[src/rtl/assert_macros.svh]
// assertion macros for the scheduler checks
// no dependencies; included by the top level
`ifndef ASSERT_MACROS_SVH
`define ASSERT_MACROS_SVH

// same-cycle implication, disabled in reset
`define CHK_IMPLY(label, clk, rst, ante, cons) \
  label: assert property (@(posedge clk) disable iff (rst) (ante) |-> (cons)) \
    else $error("scheduler check failed");

// next-cycle implication, disabled in reset
`define CHK_NEXT(label, clk, rst, ante, cons) \
  label: assert property (@(posedge clk) disable iff (rst) (ante) |=> (cons)) \
    else $error("scheduler check failed");

`endif

[src/rtl/rrs_pkg.sv]
// shared types, codes and constants of the round-robin slice scheduler
// no dependencies; imported by every rtl module
`default_nettype none

package rrs_pkg;

  localparam int NUM_SLOTS = 16;
  localparam int SLOT_W    = $clog2(NUM_SLOTS);
  localparam int CNT_W     = $clog2(NUM_SLOTS + 1);
  localparam int CD_W      = 20;
  localparam int MS_W      = 16;

  localparam logic [2:0] OP_TICK  = 3'd0;
  localparam logic [2:0] OP_START = 3'd1;
  localparam logic [2:0] OP_SLEEP = 3'd2;
  localparam logic [2:0] OP_EXIT  = 3'd3;
  localparam logic [2:0] OP_WAKE  = 3'd4;

  localparam logic [1:0] ST_FREE     = 2'd0;
  localparam logic [1:0] ST_ACTIVE   = 2'd1;
  localparam logic [1:0] ST_SLEEPING = 2'd2;

  localparam logic [7:0] SLICE_RESET = 8'd10;

  typedef struct packed {
    logic [2:0]      op;
    logic [3:0]      slot;
    logic [MS_W-1:0] sleep_ms;
  } req_t;

  typedef struct packed {
    logic [3:0]  running_slot;
    logic        running_valid;
    logic        switched;
    logic [4:0]  woken_count;
    logic [31:0] switch_total;
    logic        error;
  } rsp_t;

  typedef struct packed {
    logic              en;
    logic [SLOT_W-1:0] addr;
    logic [1:0]        status;
    logic [CD_W-1:0]   countdown;
  } tbl_wr_t;

  typedef struct packed {
    logic              push;
    logic              pop;
    logic [SLOT_W-1:0] push_slot;
  } fifo_ctl_t;

endpackage

`default_nettype wire

[src/rtl/rrs_slot_table.sv]
// per-slot status and wake countdown, one read and one write port
// depends on rrs_pkg
`default_nettype none

module rrs_slot_table
  import rrs_pkg::*;
(
  input  wire logic              clk,
  input  wire logic              rst,
  input  wire logic [SLOT_W-1:0] rd_addr,
  input  wire tbl_wr_t           wr,
  output logic [1:0]             rd_status,
  output logic [CD_W-1:0]        rd_countdown
);

  logic [1:0]      status    [NUM_SLOTS];
  logic [CD_W-1:0] countdown [NUM_SLOTS];

  always_ff @(posedge clk) begin
    if (rst) begin
      for (int i = 0; i < NUM_SLOTS; i++) begin
        status[i] <= ST_FREE;
      end
    end else if (wr.en) begin
      status[wr.addr] <= wr.status;
    end
  end

  always_ff @(posedge clk) begin
    if (wr.en) begin
      countdown[wr.addr] <= wr.countdown;
    end
  end

  assign rd_status    = status[rd_addr];
  assign rd_countdown = countdown[rd_addr];

endmodule

`default_nettype wire

[src/rtl/rrs_ready_fifo.sv]
// circular ready queue of slot numbers with head pointer and fill count
// depends on rrs_pkg
`default_nettype none

module rrs_ready_fifo
  import rrs_pkg::*;
(
  input  wire logic              clk,
  input  wire logic              rst,
  input  wire fifo_ctl_t         ctl,
  output logic [SLOT_W-1:0]      head_slot,
  output logic [CNT_W-1:0]       count
);

  logic [SLOT_W-1:0] order [NUM_SLOTS];
  logic [SLOT_W-1:0] head;
  logic [SLOT_W-1:0] tail;
  logic              push_ok;
  logic              pop_ok;

  assign tail    = head + count[SLOT_W-1:0];
  assign pop_ok  = ctl.pop && (count != '0);
  assign push_ok = ctl.push && (pop_ok || (count < CNT_W'(NUM_SLOTS)));

  always_ff @(posedge clk) begin
    if (push_ok) begin
      order[tail] <= ctl.push_slot;
    end
  end

  always_ff @(posedge clk) begin
    if (rst) begin
      head  <= '0;
      count <= '0;
    end else begin
      if (pop_ok) begin
        head <= head + 1'b1;
      end
      unique case ({push_ok, pop_ok})
        2'b10:   count <= count + 1'b1;
        2'b01:   count <= count - 1'b1;
        default: count <= count;
      endcase
    end
  end

  assign head_slot = order[head];

endmodule

`default_nettype wire

[src/rtl/round_robin_slice_scheduler.sv]
// round-robin time-slice scheduler, one response per request
// a request is taken in IDLE and executed in EXEC; a tick then scans every slot in turn
// through the shared countdown unit in SCAN; the response is registered from DONE when free
// requests are taken only while idle, so a waiting response holds off the next one
// reset (rst, synchronous): all slots free, queue empty, idle, slice 10
// depends on rrs_pkg, rrs_slot_table, rrs_ready_fifo, assert_macros.svh
`default_nettype none

`include "assert_macros.svh"

module round_robin_slice_scheduler
  import rrs_pkg::*;
(
  input  wire logic       clk,
  input  wire logic       rst,
  input  wire logic       req_valid,
  output logic            req_ready,
  input  wire req_t       req,
  output logic            rsp_valid,
  input  wire logic       rsp_ready,
  output rsp_t            rsp,
  input  wire logic       cfg_valid,
  output logic            cfg_ready,
  input  wire logic [7:0] cfg_slice_length
);

  localparam logic [1:0] S_IDLE = 2'd0;
  localparam logic [1:0] S_EXEC = 2'd1;
  localparam logic [1:0] S_SCAN = 2'd2;
  localparam logic [1:0] S_DONE = 2'd3;

  localparam logic [SLOT_W-1:0] LAST_SLOT = SLOT_W'(NUM_SLOTS - 1);

  logic [1:0]        state, state_next;
  req_t              cur, cur_next;
  logic [7:0]        slice_length;
  logic [7:0]        slice_used, slice_used_next;
  logic [SLOT_W-1:0] running_id, running_id_next;
  logic              running_flag, running_flag_next;
  logic [31:0]       switch_count, switch_count_next;
  logic [SLOT_W-1:0] scan_idx, scan_idx_next;
  logic [4:0]        woken, woken_next;
  logic              sw, sw_next;
  logic              err, err_next;

  logic [SLOT_W-1:0] rd_addr;
  logic [1:0]        rd_status;
  logic [CD_W-1:0]   rd_countdown;
  tbl_wr_t           tbl_wr;
  fifo_ctl_t         fifo_ctl;
  logic [SLOT_W-1:0] head_slot;
  logic [CNT_W-1:0]  fifo_count;

  logic              slot_ok;
  logic [CD_W-1:0]   sleep_ticks;
  logic [CD_W-1:0]   cd_dec;
  logic              do_dispatch;
  logic              requeue;
  logic [7:0]        su_inc;
  logic              rsp_load;

  rrs_slot_table u_table (
    .clk          (clk),
    .rst          (rst),
    .rd_addr      (rd_addr),
    .wr           (tbl_wr),
    .rd_status    (rd_status),
    .rd_countdown (rd_countdown)
  );

  rrs_ready_fifo u_fifo (
    .clk       (clk),
    .rst       (rst),
    .ctl       (fifo_ctl),
    .head_slot (head_slot),
    .count     (fifo_count)
  );

  assign req_ready = (state == S_IDLE);
  assign cfg_ready = 1'b1;
  assign rsp_load  = (state == S_DONE) && (!rsp_valid || rsp_ready);

  assign slot_ok     = (32'(cur.slot) < NUM_SLOTS);
  assign sleep_ticks = (CD_W'(cur.sleep_ms) << 3) + (CD_W'(cur.sleep_ms) << 1);
  assign su_inc      = (slice_used == 8'hFF) ? slice_used : slice_used + 8'd1;
  // shared countdown unit
  assign cd_dec      = (rd_countdown != '0) ? rd_countdown - 1'b1 : rd_countdown;

  always_comb begin
    state_next        = state;
    cur_next          = cur;
    slice_used_next   = slice_used;
    running_id_next   = running_id;
    running_flag_next = running_flag;
    switch_count_next = switch_count;
    scan_idx_next     = scan_idx;
    woken_next        = woken;
    sw_next           = sw;
    err_next          = err;
    rd_addr           = cur.slot[SLOT_W-1:0];
    tbl_wr            = '0;
    fifo_ctl          = '0;
    do_dispatch       = 1'b0;
    requeue           = 1'b0;

    unique case (state)
      S_IDLE: begin
        if (req_valid) begin
          cur_next   = req;
          sw_next    = 1'b0;
          err_next   = 1'b0;
          woken_next = '0;
          state_next = S_EXEC;
        end
      end
      S_EXEC: begin
        state_next = S_DONE;
        unique case (cur.op)
          OP_TICK: begin
            scan_idx_next = '0;
            state_next    = S_SCAN;
            if (running_flag) begin
              slice_used_next = su_inc;
              if (su_inc >= slice_length) begin
                do_dispatch = 1'b1;
                requeue     = 1'b1;
              end
            end else begin
              do_dispatch = 1'b1;
            end
          end
          OP_START: begin
            if (!slot_ok || rd_status != ST_FREE) begin
              err_next = 1'b1;
            end else begin
              tbl_wr.en          = 1'b1;
              tbl_wr.addr        = cur.slot[SLOT_W-1:0];
              tbl_wr.status      = ST_ACTIVE;
              fifo_ctl.push      = 1'b1;
              fifo_ctl.push_slot = cur.slot[SLOT_W-1:0];
            end
          end
          OP_SLEEP, OP_EXIT: begin
            if (!running_flag) begin
              err_next = 1'b1;
            end else begin
              tbl_wr.en         = 1'b1;
              tbl_wr.addr       = running_id;
              tbl_wr.status     = (cur.op == OP_SLEEP) ? ST_SLEEPING : ST_FREE;
              tbl_wr.countdown  = (cur.op == OP_SLEEP) ? sleep_ticks : '0;
              running_flag_next = 1'b0;
              do_dispatch       = 1'b1;
            end
          end
          OP_WAKE: begin
            if (!slot_ok || rd_status != ST_SLEEPING) begin
              err_next = 1'b1;
            end else begin
              tbl_wr.en          = 1'b1;
              tbl_wr.addr        = cur.slot[SLOT_W-1:0];
              tbl_wr.status      = ST_ACTIVE;
              fifo_ctl.push      = 1'b1;
              fifo_ctl.push_slot = cur.slot[SLOT_W-1:0];
            end
          end
          default: begin
            err_next = 1'b1;
          end
        endcase
        if (do_dispatch && fifo_count != '0) begin
          fifo_ctl.pop       = 1'b1;
          fifo_ctl.push      = requeue;
          fifo_ctl.push_slot = running_id;
          running_id_next    = head_slot;
          running_flag_next  = 1'b1;
          slice_used_next    = '0;
          switch_count_next  = switch_count + 32'd1;
          sw_next            = 1'b1;
        end
      end
      S_SCAN: begin
        rd_addr = scan_idx;
        if (rd_status == ST_SLEEPING) begin
          tbl_wr.en        = 1'b1;
          tbl_wr.addr      = scan_idx;
          tbl_wr.countdown = cd_dec;
          tbl_wr.status    = ST_SLEEPING;
          if (cd_dec == '0) begin
            tbl_wr.status      = ST_ACTIVE;
            fifo_ctl.push      = 1'b1;
            fifo_ctl.push_slot = scan_idx;
            woken_next         = woken + 5'd1;
          end
        end
        if (scan_idx == LAST_SLOT) begin
          state_next = S_DONE;
        end else begin
          scan_idx_next = scan_idx + 1'b1;
        end
      end
      S_DONE: begin
        if (rsp_load) begin
          state_next = S_IDLE;
        end
      end
      default: begin
        state_next = S_IDLE;
      end
    endcase
  end

  always_ff @(posedge clk) begin
    if (rst) begin
      state        <= S_IDLE;
      slice_length <= SLICE_RESET;
      slice_used   <= '0;
      running_id   <= '0;
      running_flag <= 1'b0;
      switch_count <= '0;
      rsp_valid    <= 1'b0;
    end else begin
      state        <= state_next;
      slice_used   <= slice_used_next;
      running_id   <= running_id_next;
      running_flag <= running_flag_next;
      switch_count <= switch_count_next;
      if (cfg_valid) begin
        slice_length <= cfg_slice_length;
      end
      if (rsp_load) begin
        rsp_valid <= 1'b1;
      end else if (rsp_ready) begin
        rsp_valid <= 1'b0;
      end
    end
  end

  always_ff @(posedge clk) begin
    cur      <= cur_next;
    scan_idx <= scan_idx_next;
    woken    <= woken_next;
    sw       <= sw_next;
    err      <= err_next;
    if (rsp_load) begin
      rsp.running_slot  <= running_flag ? 4'(running_id) : 4'd0;
      rsp.running_valid <= running_flag;
      rsp.switched      <= sw;
      rsp.woken_count   <= woken;
      rsp.switch_total  <= switch_count;
      rsp.error         <= err;
    end
  end

  `CHK_IMPLY(a_queue_fits, clk, rst, 1'b1,
    (6'(fifo_count) + 6'(running_flag)) <= 6'(NUM_SLOTS))
  `CHK_IMPLY(a_switch_runs, clk, rst, rsp_valid, !rsp.switched || rsp.running_valid)
  `CHK_IMPLY(a_error_no_switch, clk, rst, rsp_valid, !(rsp.error && rsp.switched))
  `CHK_NEXT(a_scan_ends, clk, rst, state == S_SCAN && scan_idx == LAST_SLOT,
    state == S_DONE)

endmodule

`default_nettype wire
[config.mk]
export PLATFORM = sky130hd
export DESIGN_NAME = round_robin_slice_scheduler
export DESIGN_NICKNAME = d
export VERILOG_FILES = /design/src/rtl/rrs_pkg.sv /design/src/rtl/rrs_slot_table.sv /design/src/rtl/rrs_ready_fifo.sv /design/src/rtl/round_robin_slice_scheduler.sv
export VERILOG_INCLUDE_DIRS = /design/src /design/src/rtl
export SDC_FILE = /design/constraint.sdc
export NUM_CORES = 1
export LEC_CHECK = 0
export CAP_MARGIN = 10
export CORE_ASPECT_RATIO = 0.75
export CORE_MARGIN = 5
export CORE_UTILIZATION = 45
export DETAILED_ROUTE_END_ITERATION = 12
export DONT_BUFFER_PORTS = 1
export GPL_TIMING_DRIVEN = 0
export SYNTH_ARGS = -nofsm -noshare
export SYNTH_HDL_FRONTEND = slang
export SYNTH_SLANG_ARGS = --single-unit
[constraint.sdc]
create_clock -name clk -period 14.8 [get_ports clk]
set_clock_uncertainty 0.2 [all_clocks]
set_input_delay 4.44 -clock clk [delete_from_list [all_inputs] [get_ports clk]]
set_output_delay 4.44 -clock clk [all_outputs]
set_load 0.01 [all_outputs]
# After elaboration in Yosys (flattened, before gate mapping)
# Memory sizes are Yosys's and may differ from the RTL's. A register that Yosys moved wholly into a read port is not among the register bits.
# Index checks and enable logic that the tools add are counted.
[word_totals]
inputBits = 36
mem_bits_rw = 416
memories = 3
word_cells = 166
regBits = 139
[mem_list]
columns = ["name", "depth", "word_bits", "rd", "rd_clocked_by_memory_dff", "wr", "line", "rtl"]
rows = [
  ["u_table.countdown", 16, 20, 1, 0, 1, "rrs_slot_table.sv:17", "logic [CD_W-1:0] countdown [NUM_SLOTS];"],
  ["u_fifo.order", 16, 4, 1, 1, 1, "rrs_ready_fifo.sv:15", "logic [SLOT_W-1:0] order [NUM_SLOTS];"],
  ["u_table.status", 16, 2, 1, 0, 16, "rrs_slot_table.sv:16", "logic [1:0] status [NUM_SLOTS];"],
]
[classes]
eq_ne = 25
magnitude_cmp = 2
n_addsub = 10
muxes = 73
n_reduce_logical = 32
[op_table]
columns = ["op", "n"]
rows = [
  ["$mux 20", 3],
  ["$mux 27", 2],
  ["$pmux 27 s2", 1],
  ["$add 32x1->32 const B", 1],
  ["$mux 4", 8],
  ["$mux 8", 4],
  ["$mux 1", 30],
  ["$pmux 4 s2", 3],
  ["$pmux 7 s3", 1],
  ["$add 19x17->20", 1],
  ["$logic_not 20->1", 1],
  ["$pmux 5 s2", 2],
  ["$reduce_bool 20->1", 1],
  ["$sub 20x1->20 const B", 1],
  ["$ne 2x2->1 const B", 9],
  ["$reduce_bool 2->1", 9],
  ["$mux 5", 3],
  ["$mux 7", 2],
  ["$mux 2", 6],
  ["$reduce_and 3->1", 4],
  ["$add 5x1->5 const B", 2],
  ["$pmux 1 s2", 5],
  ["$ne 3x3->1 const B", 3],
  ["$add 4x1->4 const B", 2],
  ["other kinds (26)", 38],
]

# Logic depth before layout (Yosys ltp)
# Gate-level depths: netlist (run 1).
[logic_depth]
ltp_word = 15
mapped_depth = 32
ltp_nobuf = 26

# Cells and area by module
# A second synthesis (run 1) with hierarchy kept.
[hier_totals]
hier_cells = 1556
area_unflattened_um2 = 24235.7
[modules_own_cells]
columns = ["module", "area_per_inst_um2", "cells_each", "instances"]
rows = [
  ["rrs_slot_table", 13696.9, 630, 1],
  ["round_robin_slice_scheduler", 7297.0, 732, 1],
  ["rrs_ready_fifo", 3241.9, 194, 1],
]

# Least setup slack after synthesis (run 1)
# No wires, ideal clock.
[synth_path]
path_type = "input-to-reg"
from = "input rsp_ready"
to = "register rsp[0] (netlist name) (enable)"
path_stages = 2
setup_time_ps = 451
t_arrival_ps = 6474
t_required_ps = 14149
n_path_buf = 0
path_slack_ps = 7675
path_cell_list = "nor2b_1 nor2b_1"
[synth_via]
elab_chain_len = 2
[synth_lines]
columns = ["item", "line", "rtl"]
rows = [
  ["start, declared", "round_robin_slice_scheduler.sv:20", "input wire logic rsp_ready,"],
  ["$logic_or 1x1->1", "round_robin_slice_scheduler.sv:81", "assign rsp_load = (state == S_DONE) && (!rsp_valid || rsp_ready);"],
  ["$logic_and 1x1->1", "round_robin_slice_scheduler.sv:81", ""],
  ["via rsp_load", "round_robin_slice_scheduler.sv:60", "logic rsp_load;"],
  ["end, declared", "round_robin_slice_scheduler.sv:21", "output rsp_t rsp,"],
]
# The timed path passes the listed nets, and every way through them passes these cells.
# A chain may end at the register's enable or synchronous reset.

# Final worst setup path (run 1)
[layout_path]
from = "register state[0]"
to = "register u_fifo.count[4]"
[layout_via]
elab_chain_len = 12
elab_cells_between_ends = 27
[layout_lines]
columns = ["item", "line", "rtl"]
rows = [
  ["start, declared", "round_robin_slice_scheduler.sv:34", "logic [1:0] state, state_next;"],
  ["start signal, assigned", "round_robin_slice_scheduler.sv:222", "state <= state_next;"],
  ["$eq 2x2->1", "round_robin_slice_scheduler.sv:106", "unique case (state)"],
  ["$mux 4", "round_robin_slice_scheduler.sv:106", ""],
  ["$mem_v2 16x20", "-", ""],
  ["$sub 20x1->20 or $reduce_bool 20->1 (tied branches)", "round_robin_slice_scheduler.sv:87", "assign cd_dec = (rd_countdown != '0) ? rd_countdown - 1'b1 : rd_countdown;"],
  ["$mux 20", "round_robin_slice_scheduler.sv:87", ""],
  ["$logic_not 20->1", "round_robin_slice_scheduler.sv:188", "if (cd_dec == '0) begin"],
  ["$mux 1", "round_robin_slice_scheduler.sv:188", ""],
  ["$mux 1", "round_robin_slice_scheduler.sv:183", "if (rd_status == ST_SLEEPING) begin"],
  ["$pmux 1 s2", "round_robin_slice_scheduler.sv:106", ""],
  ["$logic_and 1x1->1", "rrs_ready_fifo.sv:23", "assign push_ok = ctl.push && (pop_ok || (count < CNT_W'(NUM_SLOTS)));"],
  ["$eq 2x1->1 or $eq 2x2->1 (tied branches)", "rrs_ready_fifo.sv:39", "unique case ({push_ok, pop_ok})"],
  ["$pmux 5 s2 or $reduce_bool 2->1 (tied branches)", "-", ""],
  ["end signal, assigned", "rrs_ready_fifo.sv:40", "2'b10: count <= count + 1'b1;"],
  ["end signal, assigned", "rrs_ready_fifo.sv:41", "2'b01: count <= count - 1'b1;"],
  ["end signal, assigned", "rrs_ready_fifo.sv:42", "default: count <= count;"],
  ["end, declared", "rrs_ready_fifo.sv:12", "output logic [CNT_W-1:0] count"],
]
# Several ways; a longest one is shown, not always the timed one.

==> impl_results.md, run 1 <==
- Syn Area/Cell: 15.2 sq um
- CTS tree: done
- Crit start category: flop
- Reg clk slew, reported paths: 0.07 ns
- Seq cells post-synth: 559
- Main synth FF type: edfxtp_1
- Period utilisation layout: 0.571
- Routed WL per cell: 25.2 um
- Critical path's slowest cell: clkbuf_1
- Distinct cell type count after synthesis: 77
- Post-synth top area cell: edfxtp_1
- CP max FO: 10
- Hold Crit Class: flop to flop
- Synth cell count leaders: 494 x edfxtp_1, 116 x nand2_1, 96 x mux4_2
- Outcome: finished clean
- Die height: 212 um
- Post-placement cell area: 25800 sq um
- Max-cap violations: 0
- Critical path's largest stage delay: 0.67 ns
- Area contributors post-synth: edfxtp_1 61%, mux4_2 8.9%, dfxtp_1 5.3%
- First-pass DRT Iterations: 5
- Initial antenna violation count: 1
- Antenna cells: 0
- Detailed placement HPWL: 42600 um
- Num CTS Buffers: 54
- CTS resizes: 0
- R2R Setup Slk: 6.35 ns
- Routed vias/inst: 5.92
- Hold Fails Final Rpt: 0
- Share of the yosys chip area belonging to registers: 0.662
- Crit path kind: flop to flop
- Most frequent cell after synthesis: edfxtp_1
- Die area: 59000 sq um
- Number of global-route vias before repair: 14100
- Final Cell Area: 27500 sq um
- Rel. slew slack: 0.146
- Max Freq: 118 MHz
- YS warnings: 0
- Mapped Area: 24400 sq um
- Port buffer count: 0
- Share of the synthesized area in the top cell type: 0.608
- H-tree depth: 2
- Nets: 1764
- Final total power: 4.14 mW
- Hold_ws: 0.236 ns
- Syn nets: 1683
- Via count: 14400
- Worst Setup End Kind: flop
- Largest net degree at the start of global routing: 37
- Area Growth Syn to Fin: 12.8%
- Cell mode on critical path: inv_1
- Total I/O pin count: 83
- CTS hold repair buffers: 0
- Crit path DAT: 8.80 ns
- CTS Sinks: 559
- Setup_tns: 0 ns
- Initial DRC count: 1506
- Rows: 73
- Total grt overflow: 0
- First-pass GRT wire length: 91800 um
- Static leakage: 8.70 nW
- CTS Buffer Depth: 3
- Layout cell share with drive strength beyond 1: 0.150
- CP delay by family, top: buffers and inverters
- CP Buf/Inv Count: 11
- DRC Markers: 0
- Cells after Synth: 1604
- All-Layer GR Usage: 0.207
- Finish-stage setup viols: 0
- Width of the die: 279 um
- Post-route ant nets: 0
- Clock Latency Late Sink: 0.62 ns
- EDFF count, synth: 494
- Least-Margin Pin Slew: 1.28 ns
- Total wire length: 61500 um
- Peak supply drop: 110 uV
- Pwr Density: 151 nW/um^2
- Core area: 53300 sq um
- Starting Density: 0.457
- Crit path time final: 8.45 ns
- Gpl congestion: 0.883
- RSZ-0062 raised after global routing: no
- Clk Tree Root Cell: clkbuf_16
- Asr flop ratio synth: 0
- CP required: 15.15 ns
- Slew Limit Fails: 0
- Post-CTS setup buffer count: 0
==> worst register-to-register path: cells and delay by family (launching register included) <==
family	cells	cell delay, ns
AOI/OAI and AO/OA	9	2.31
xor gates and xnor gates	1	0.09
adders and majority gates	4	0.88
buffers and inverters	11	2.35
DFF	1	0.40
muxes	2	0.61
and+or+nand+nor	5	1.54
==> per-layer routing <==
metal	vias to the layer above	part of all wire	global-route usage
met4	2	0.022	0.0499
met5	-	0.00021	0
li1	6461	-	-
met1	7381	0.45	0.305
met3	85	0.075	0.0456
met2	519	0.45	0.319
==> area by class of cell <==
| cell class | count | area, sq um |
|---|---|---|
| flip-flops and latches | 559 | 16100 |
| fillers | 4441 | 25800 |
| repair buffers | 25 | 473 |
| well taps | 712 | 891 |
| multi-input cells | 912 | 7710 |
| inverters | 59 | 221 |
| plain buffers | 74 | 355 |
| clock inverters | 27 | 263 |
| clock buffers | 72 | 1460 |
==> cells by family after synthesis <==
family | Yosys count | share of synthesized area
flip-flops | 559 | 0.662
AND/OR/NAND/NOR | 380 | 0.0792
AO/OA/AOI/OAI | 267 | 0.0743
multiplexers | 166 | 0.118
buffers and inverters | 133 | 0.0236
XOR/XNOR | 55 | 0.0198
adder cells (fa/ha/maj) | 43 | 0.0230
other | 1 | 0.000154
==> state kept, by name, indices dropped and copies added (netlist names), 2 cells and up <==
signal / count
switch_count: 32
slice_length: 8
u_fifo.head: 4
rsp: 44
running_id: 4
u_fifo.count: 5
woken: 5
u_fifo.order: 64
cur: 23
u_table.status: 32
u_table.countdown: 320
scan_idx: 4
state: 2
slice_used: 8
==> path summary, 6_finish.rpt <==
check,endpoint,cells past startpoint,from
worst max-delay path,u_fifo.count[4],32,state[0]
worst min register to register,rsp[39],0,running_flag
worst max register to register,u_fifo.count[4],32,state[0]
worst min-delay path,rsp[39],0,running_flag
==> cells in the final DEF (no fill, tap or decap), drive strengths merged, types with 10 or more instances in the layout <==
cell,netlist,routed
o31ai,12,12
inv,57,60
nor2b,12,12
a22oi,29,29
nand4,12,12
mux4,96,96
a21o,15,15
dfxtp,65,65
or3,10,10
clkinv,2,19
and3,17,17
ha,40,40
nand3,38,38
xor2,16,16
mux2i,64,64
o22ai,13,13
nand2,117,117
nor2,84,84
a21oi,81,81
clkbuf,46,119
edfxtp,494,494
xnor2,39,39
a211oi,30,30
and2,12,12
nor4,12,12
or4,13,13
o21ai,34,34
buf,28,52
nor3,19,19
==> stage by stage <==
step                instances  worst slack [ns]   util
global placement         2316              6.46  0.474
finish                   2440              6.35  0.516
detailed placement       2339              6.40  0.483
CTS                      2438              6.37  0.515
floorplan                1604              7.68      -
global route             2440              5.81  0.516
==> power breakdown <==
part	switching, mW	internal (mW)
clock network	0.596	0.766
registers	0.0547	1.79
logic	0.582	0.352
total	1.23	2.91
Power figures use the tool's default switching activity.
==> inputs of run 2 (changes only) <==
clock period = 8 ns   (was 14.8 ns; I/O delays follow)
==> impl_results.md, run 2 (synthesized netlist as in run 1, its figures left out) <==
- Routed WL per cell: 25.3 um
- H-tree depth: 2
- Initial DRC count: 1513
- CTS Buffer Depth: 3
- CP required: 8.35 ns
- Reg clk slew, reported paths: 0.07 ns
- Largest net degree at the start of global routing: 37
- Post-Layout Cell Count: 2444
- Layout cell share with drive strength beyond 1: 0.155
- Setup_tns: 0 ns
- Worst Setup End Kind: flop
- Max-cap violations: 0
- Clock Latency Late Sink: 0.63 ns
- Routed vias/inst: 5.94
- Internal power: 5.39 mW
- Hold Fails Final Rpt: 0
- Max Freq: 131 MHz
- Gpl congestion: 0.883
- Num CTS Buffers: 54
- CTS Sinks: 559
- Pwr Density: 279 nW/um^2
- Final total power: 7.68 mW
- Period utilisation layout: 0.955
- Top flop regs: u_table.countdown x320, u_fifo.order x64, rsp x44
- Static leakage: 8.72 nW
- DRC Markers: 0
- CP max FO: 10
- Rows: 73
- Switching part of the total power: 0.298
- Hold Crit Class: flop to flop
- Most common cell after layout, fill and taps aside: edfxtp_1
- Slew Limit Fails: 0
- Total wire length: 61900 um
- Port buffer count: 0
- Busiest grt layer: met2
- Clk Tree Root Cell: clkbuf_16
- Top reg by flops: u_table.countdown
- Net Switching: 2.29 mW
- Initial antenna violation count: 1
- First-pass GRT wire length: 91900 um
- Core area: 53300 sq um
- Final Cell Area: 27600 sq um
- Nets: 1767
- Max FFs per register: 320
- Cell mode on critical path: inv_1
- Critical path's slowest cell: or4_1
- Post-placement cell area: 25800 sq um
- Area Growth Syn to Fin: 13.0%
- Met1 usage: 0.306
- GRT met2 Usage: 0.319
- Crit path DAT: 7.99 ns
- Number of global-route vias before repair: 14100
- Sequential share of power: 0.445
- Crit start category: flop
- Die area: 59000 sq um
- Post-route ant nets: 0
- Crit path time final: 7.64 ns
- CTS tree: done
- Starting Density: 0.457
- Final core occ: 0.517
- Peak supply drop: 206 uV
- Combinational Power Share: 0.227
- Rel. slew slack: 0.139
- Least-Margin Pin Slew: 1.29 ns
- Total grt overflow: 0
- Via count: 14500
- Total I/O pin count: 83
- Placed cells: 2339
- Outcome: finished clean
- Critical path's largest stage delay: 0.55 ns
- CTS hold repair buffers: 0
- Finish-stage setup viols: 0
- All-Layer GR Usage: 0.208
- Width of the die: 279 um
- Detailed placement HPWL: 42600 um
- Die height: 212 um
- Crit path kind: flop to flop
- Clock power share: 0.328
- GR Util met3: 0.0449
- Commonest non-fill, non-tap cells in the layout: 494 x edfxtp_1, 116 x nand2_1, 96 x mux4_2, 84 x nor2_1, 80 x a21oi_1
- First-pass DRT Iterations: 6
-- run 2: layout make-up --
| cell class | count | area (sq um) |
|---|---|---|
| Inverter | 59 | 221 |
| Clock buffer | 72 | 1460 |
| Buffer | 74 | 370 |
| Sequential cell | 559 | 16100 |
| Timing Repair Buffer | 28 | 495 |
| Tap cell | 712 | 891 |
| Multi-Input combinational cell | 912 | 7730 |
| Antenna cell | 1 | 2.50 |
| Clock inverter | 27 | 263 |
| Fill cell | 4432 | 25800 |
-- run 2: path summary, 6_finish.rpt --
path                startpoint         endpoint  slack [ns]  cells past startpoint
setup reg to reg      state[0]  u_fifo.count[4]        0.36                     32
hold / removal    running_flag          rsp[39]        0.23                      0
setup / recovery      state[0]  u_fifo.count[4]        0.36                     32
hold reg to reg   running_flag          rsp[39]        0.23                      0
-- run 2: power groups by stage --
stage	clock network, mW	registers, mW	logic (mW)
after floorplan	0	3.44	1.21
after global placement	0	3.48	1.67
after detailed placement	0	3.48	1.71
after CTS	2.57	3.42	1.73
after global routing	2.70	3.42	1.89
final	2.52	3.42	1.74
-- run 2: per-layer routing --
layer | wire length (um) | part of all wire
met5 | 0 | 0
met4 | 1340 | 0.022
met3 | 4500 | 0.073
met2 | 28200 | 0.46
met1 | 27900 | 0.45
-- run 2: worst max-delay path: cells and delay by family, from the launching register on --
kind / cells / cell delay (ns)
AO/OA/AOI/OAI: 9 / 2.14
buffers and inverters: 11 / 1.88
AND/OR/NAND/NOR: 5 / 1.38
adder cells (fa/ha/maj): 4 / 0.91
multiplexers: 2 / 0.53
flip-flops: 1 / 0.40
XOR/XNOR: 1 / 0.09
-- run 2: repair_timing --
item,in CTS,in global routing
resized for setup,4,10
hold endpoints to repair,0,0
endpoints found under the setup margin,36,2
setup buffers,1,2
-- run 2: through the flow --
step | hold WS (ns) | setup slack (ns)
after floorplan | 0.200 | 1.14
after detailed placement | 0.220 | -0.400
after global routing | 0.251 | -0.0815
final | 0.230 | 0.356
after global placement | 0.217 | -0.339
after CTS | 0.234 | 0.00750
==> inputs of run 3 (changes only) <==
MAX_ROUTING_LAYER = met4   (was default)
SKIP_LAST_GASP = 1   (was default)
==> impl_results.md, run 3 (synthesized netlist as in run 1, its figures left out) <==
- First-pass GRT wire length: 91300 um
- Pwr Density: 278 nW/um^2
- Die area: 59000 sq um
- All-Layer GR Usage: 0.212
- Total wire length: 61100 um
- Number of global-route vias before repair: 14200
- Multi-input gate area: 7730 sq um
- RSZ-0062 raised after global routing: no
- Commonest non-fill, non-tap cells in the layout: 494 x edfxtp_1, 116 x nand2_1, 96 x mux4_2, 84 x nor2_1, 80 x a21oi_1
- Hold Fails Final Rpt: 0
- Width of the die: 279 um
- Port buffer count: 0
- Max FFs per register: 320
- Finish-stage setup viols: 0
- Hold_ws: 0.244 ns
- Slew Limit Fails: 0
- Max Freq: 132 MHz
- Gpl congestion: 0.920
- CTS hold repair buffers: 0
- Clock Latency Late Sink: 0.60 ns
- Routed WL per cell: 25.0 um
- Detailed placement HPWL: 42800 um
- First-pass DRT Iterations: 6
- Least-Margin Pin Slew: 1.26 ns
- Top reg by flops: u_table.countdown
- CP max FO: 10
- Fillers: 4449
- Final core occ: 0.517
- Starting Density: 0.457
- Post-placement cell area: 25800 sq um
- Hold Crit Class: flop to flop
- CP delay by family, top: simple AND/OR/NAND/NOR gates
- DRC Markers: 0
- Critical path's slowest cell: clkbuf_1
- Layout cell share with drive strength beyond 1: 0.155
- Combinational Power Share: 0.226
- Die height: 212 um
- CTS Sinks: 559
- Area Growth Syn to Fin: 13.1%
- Static leakage: 8.73 nW
- Period utilisation layout: 0.945
- Num CTS Buffers: 53
- Clock power share: 0.330
- Outcome: finished clean
- Crit path DAT: 7.89 ns
- CP required: 8.33 ns
- Core area: 53300 sq um
- Rows: 73
- Sequential share of power: 0.445
- Initial DRC count: 1546
- Register area: 16100 sq um
- Clk Tree Root Cell: clkbuf_16
- Total I/O pin count: 83
- Crit. path cell count: 26
- Via count: 14400
- Crit path time final: 7.56 ns
- Final Cell Area: 27600 sq um
- Hold Path Stages: 0
- Peak supply drop: 198 uV
- Switching part of the total power: 0.296
- Net Switching: 2.28 mW
- Internal power: 5.40 mW
- Nets: 1764
- Largest net degree at the start of global routing: 38
- Worst Setup End Kind: flop
- Routed vias/inst: 5.90
- Reg2Reg Depth: 26
- Total grt overflow: 0
- CTS Buffer Depth: 3
- Critical path's largest stage delay: 0.65 ns
- Rel. slew slack: 0.162
- Initial antenna violation count: 1
- Reg clk slew, reported paths: 0.06 ns
- H-tree depth: 2
- CTS tree: done
- Post-route ant nets: 0
- Crit start category: flop
- Crit path kind: flop to flop
- Max-cap violations: 0
- CP Buf/Inv Count: 7
- Most common cell after layout, fill and taps aside: edfxtp_1
- Top flop regs: u_table.countdown x320, u_fifo.order x64, rsp x44
-- run 3: per-layer routing --
metal	GRT usage	vias up	share of wire
met2	0.316	533	0.45
met4	0.0569	0	0.026
li1	-	6470	-
met5	-	-	0
met1	0.299	7296	0.45
met3	0.0449	95	0.072
-- run 3: worst register-to-register path: stages, from the launching register on --
cell,delay [ns]
dfxtp_1,0.39
inv_1,0.10
ha_1,0.26
buf_6,0.17
mux2_2,0.22
buf_2,0.26
clkbuf_1,0.65
mux4_2,0.41
mux2i_1,0.38
nand3_1,0.20
a21oi_1,0.50
nand2_1,0.18
nor3b_2,0.62
o2111ai_1,0.28
nor4_4,0.53
nand4_4,0.20
buf_2,0.26
a21o_1,0.21
ha_1,0.22
inv_1,0.12
fa_1,0.22
inv_1,0.05
a21o_1,0.16
a21oi_1,0.17
xnor2_1,0.10
or3_1,0.30
a21oi_1,0.13
-- run 3: layout make-up --
cell class / count / share of cell area
Tap cell: 712 / 0.0323
Timing Repair Buffer: 27 / 0.0186
Sequential cell: 559 / 0.585
Multi-Input combinational cell: 912 / 0.280
Inverter: 59 / 0.00803
Clock buffer: 66 / 0.0517
Clock inverter: 32 / 0.0114
Antenna cell: 1 / 0.0000907
Buffer: 73 / 0.0129
-- run 3: power by group through the flow --
stage                     combinational, mW  clock (mW)  sequential (mW)
after global placement                 1.66           0             3.48
after CTS                              1.72        2.58             3.41
after global routing                   1.86        2.72             3.42
after floorplan                        1.21           0             3.44
after detailed placement               1.71           0             3.48
final                                  1.73        2.53             3.41
-- run 3: timing repair --
action / in CTS / in global routing
buffers inserted: 1 / 2
resized for setup: 4 / 6
pin swaps: 0 / 0
setup endpoints to repair: 46 / 4
-- run 3: path summary, 6_finish.rpt --
path	startpoint	slack (ns)	endpoint
setup / recovery	state[0]	0.44	u_fifo.count[4]
hold / removal	running_flag	0.24	rsp[39]
setup reg to reg	state[0]	0.44	u_fifo.count[4]
hold reg to reg	running_flag	0.24	rsp[39]
-- run 3: stage by stage --
step	std cells	power (mW)	setup WS (ns)	TNS (ns)
after global placement	2316	5.14	-0.383	-4.91
after floorplan	1604	4.64	1.14	0
after detailed placement	2337	5.19	-0.481	-7.67
after global routing	2441	8.00	0.0539	0
after CTS	2436	7.72	0.0122	0
final	2441	7.68	0.442	0
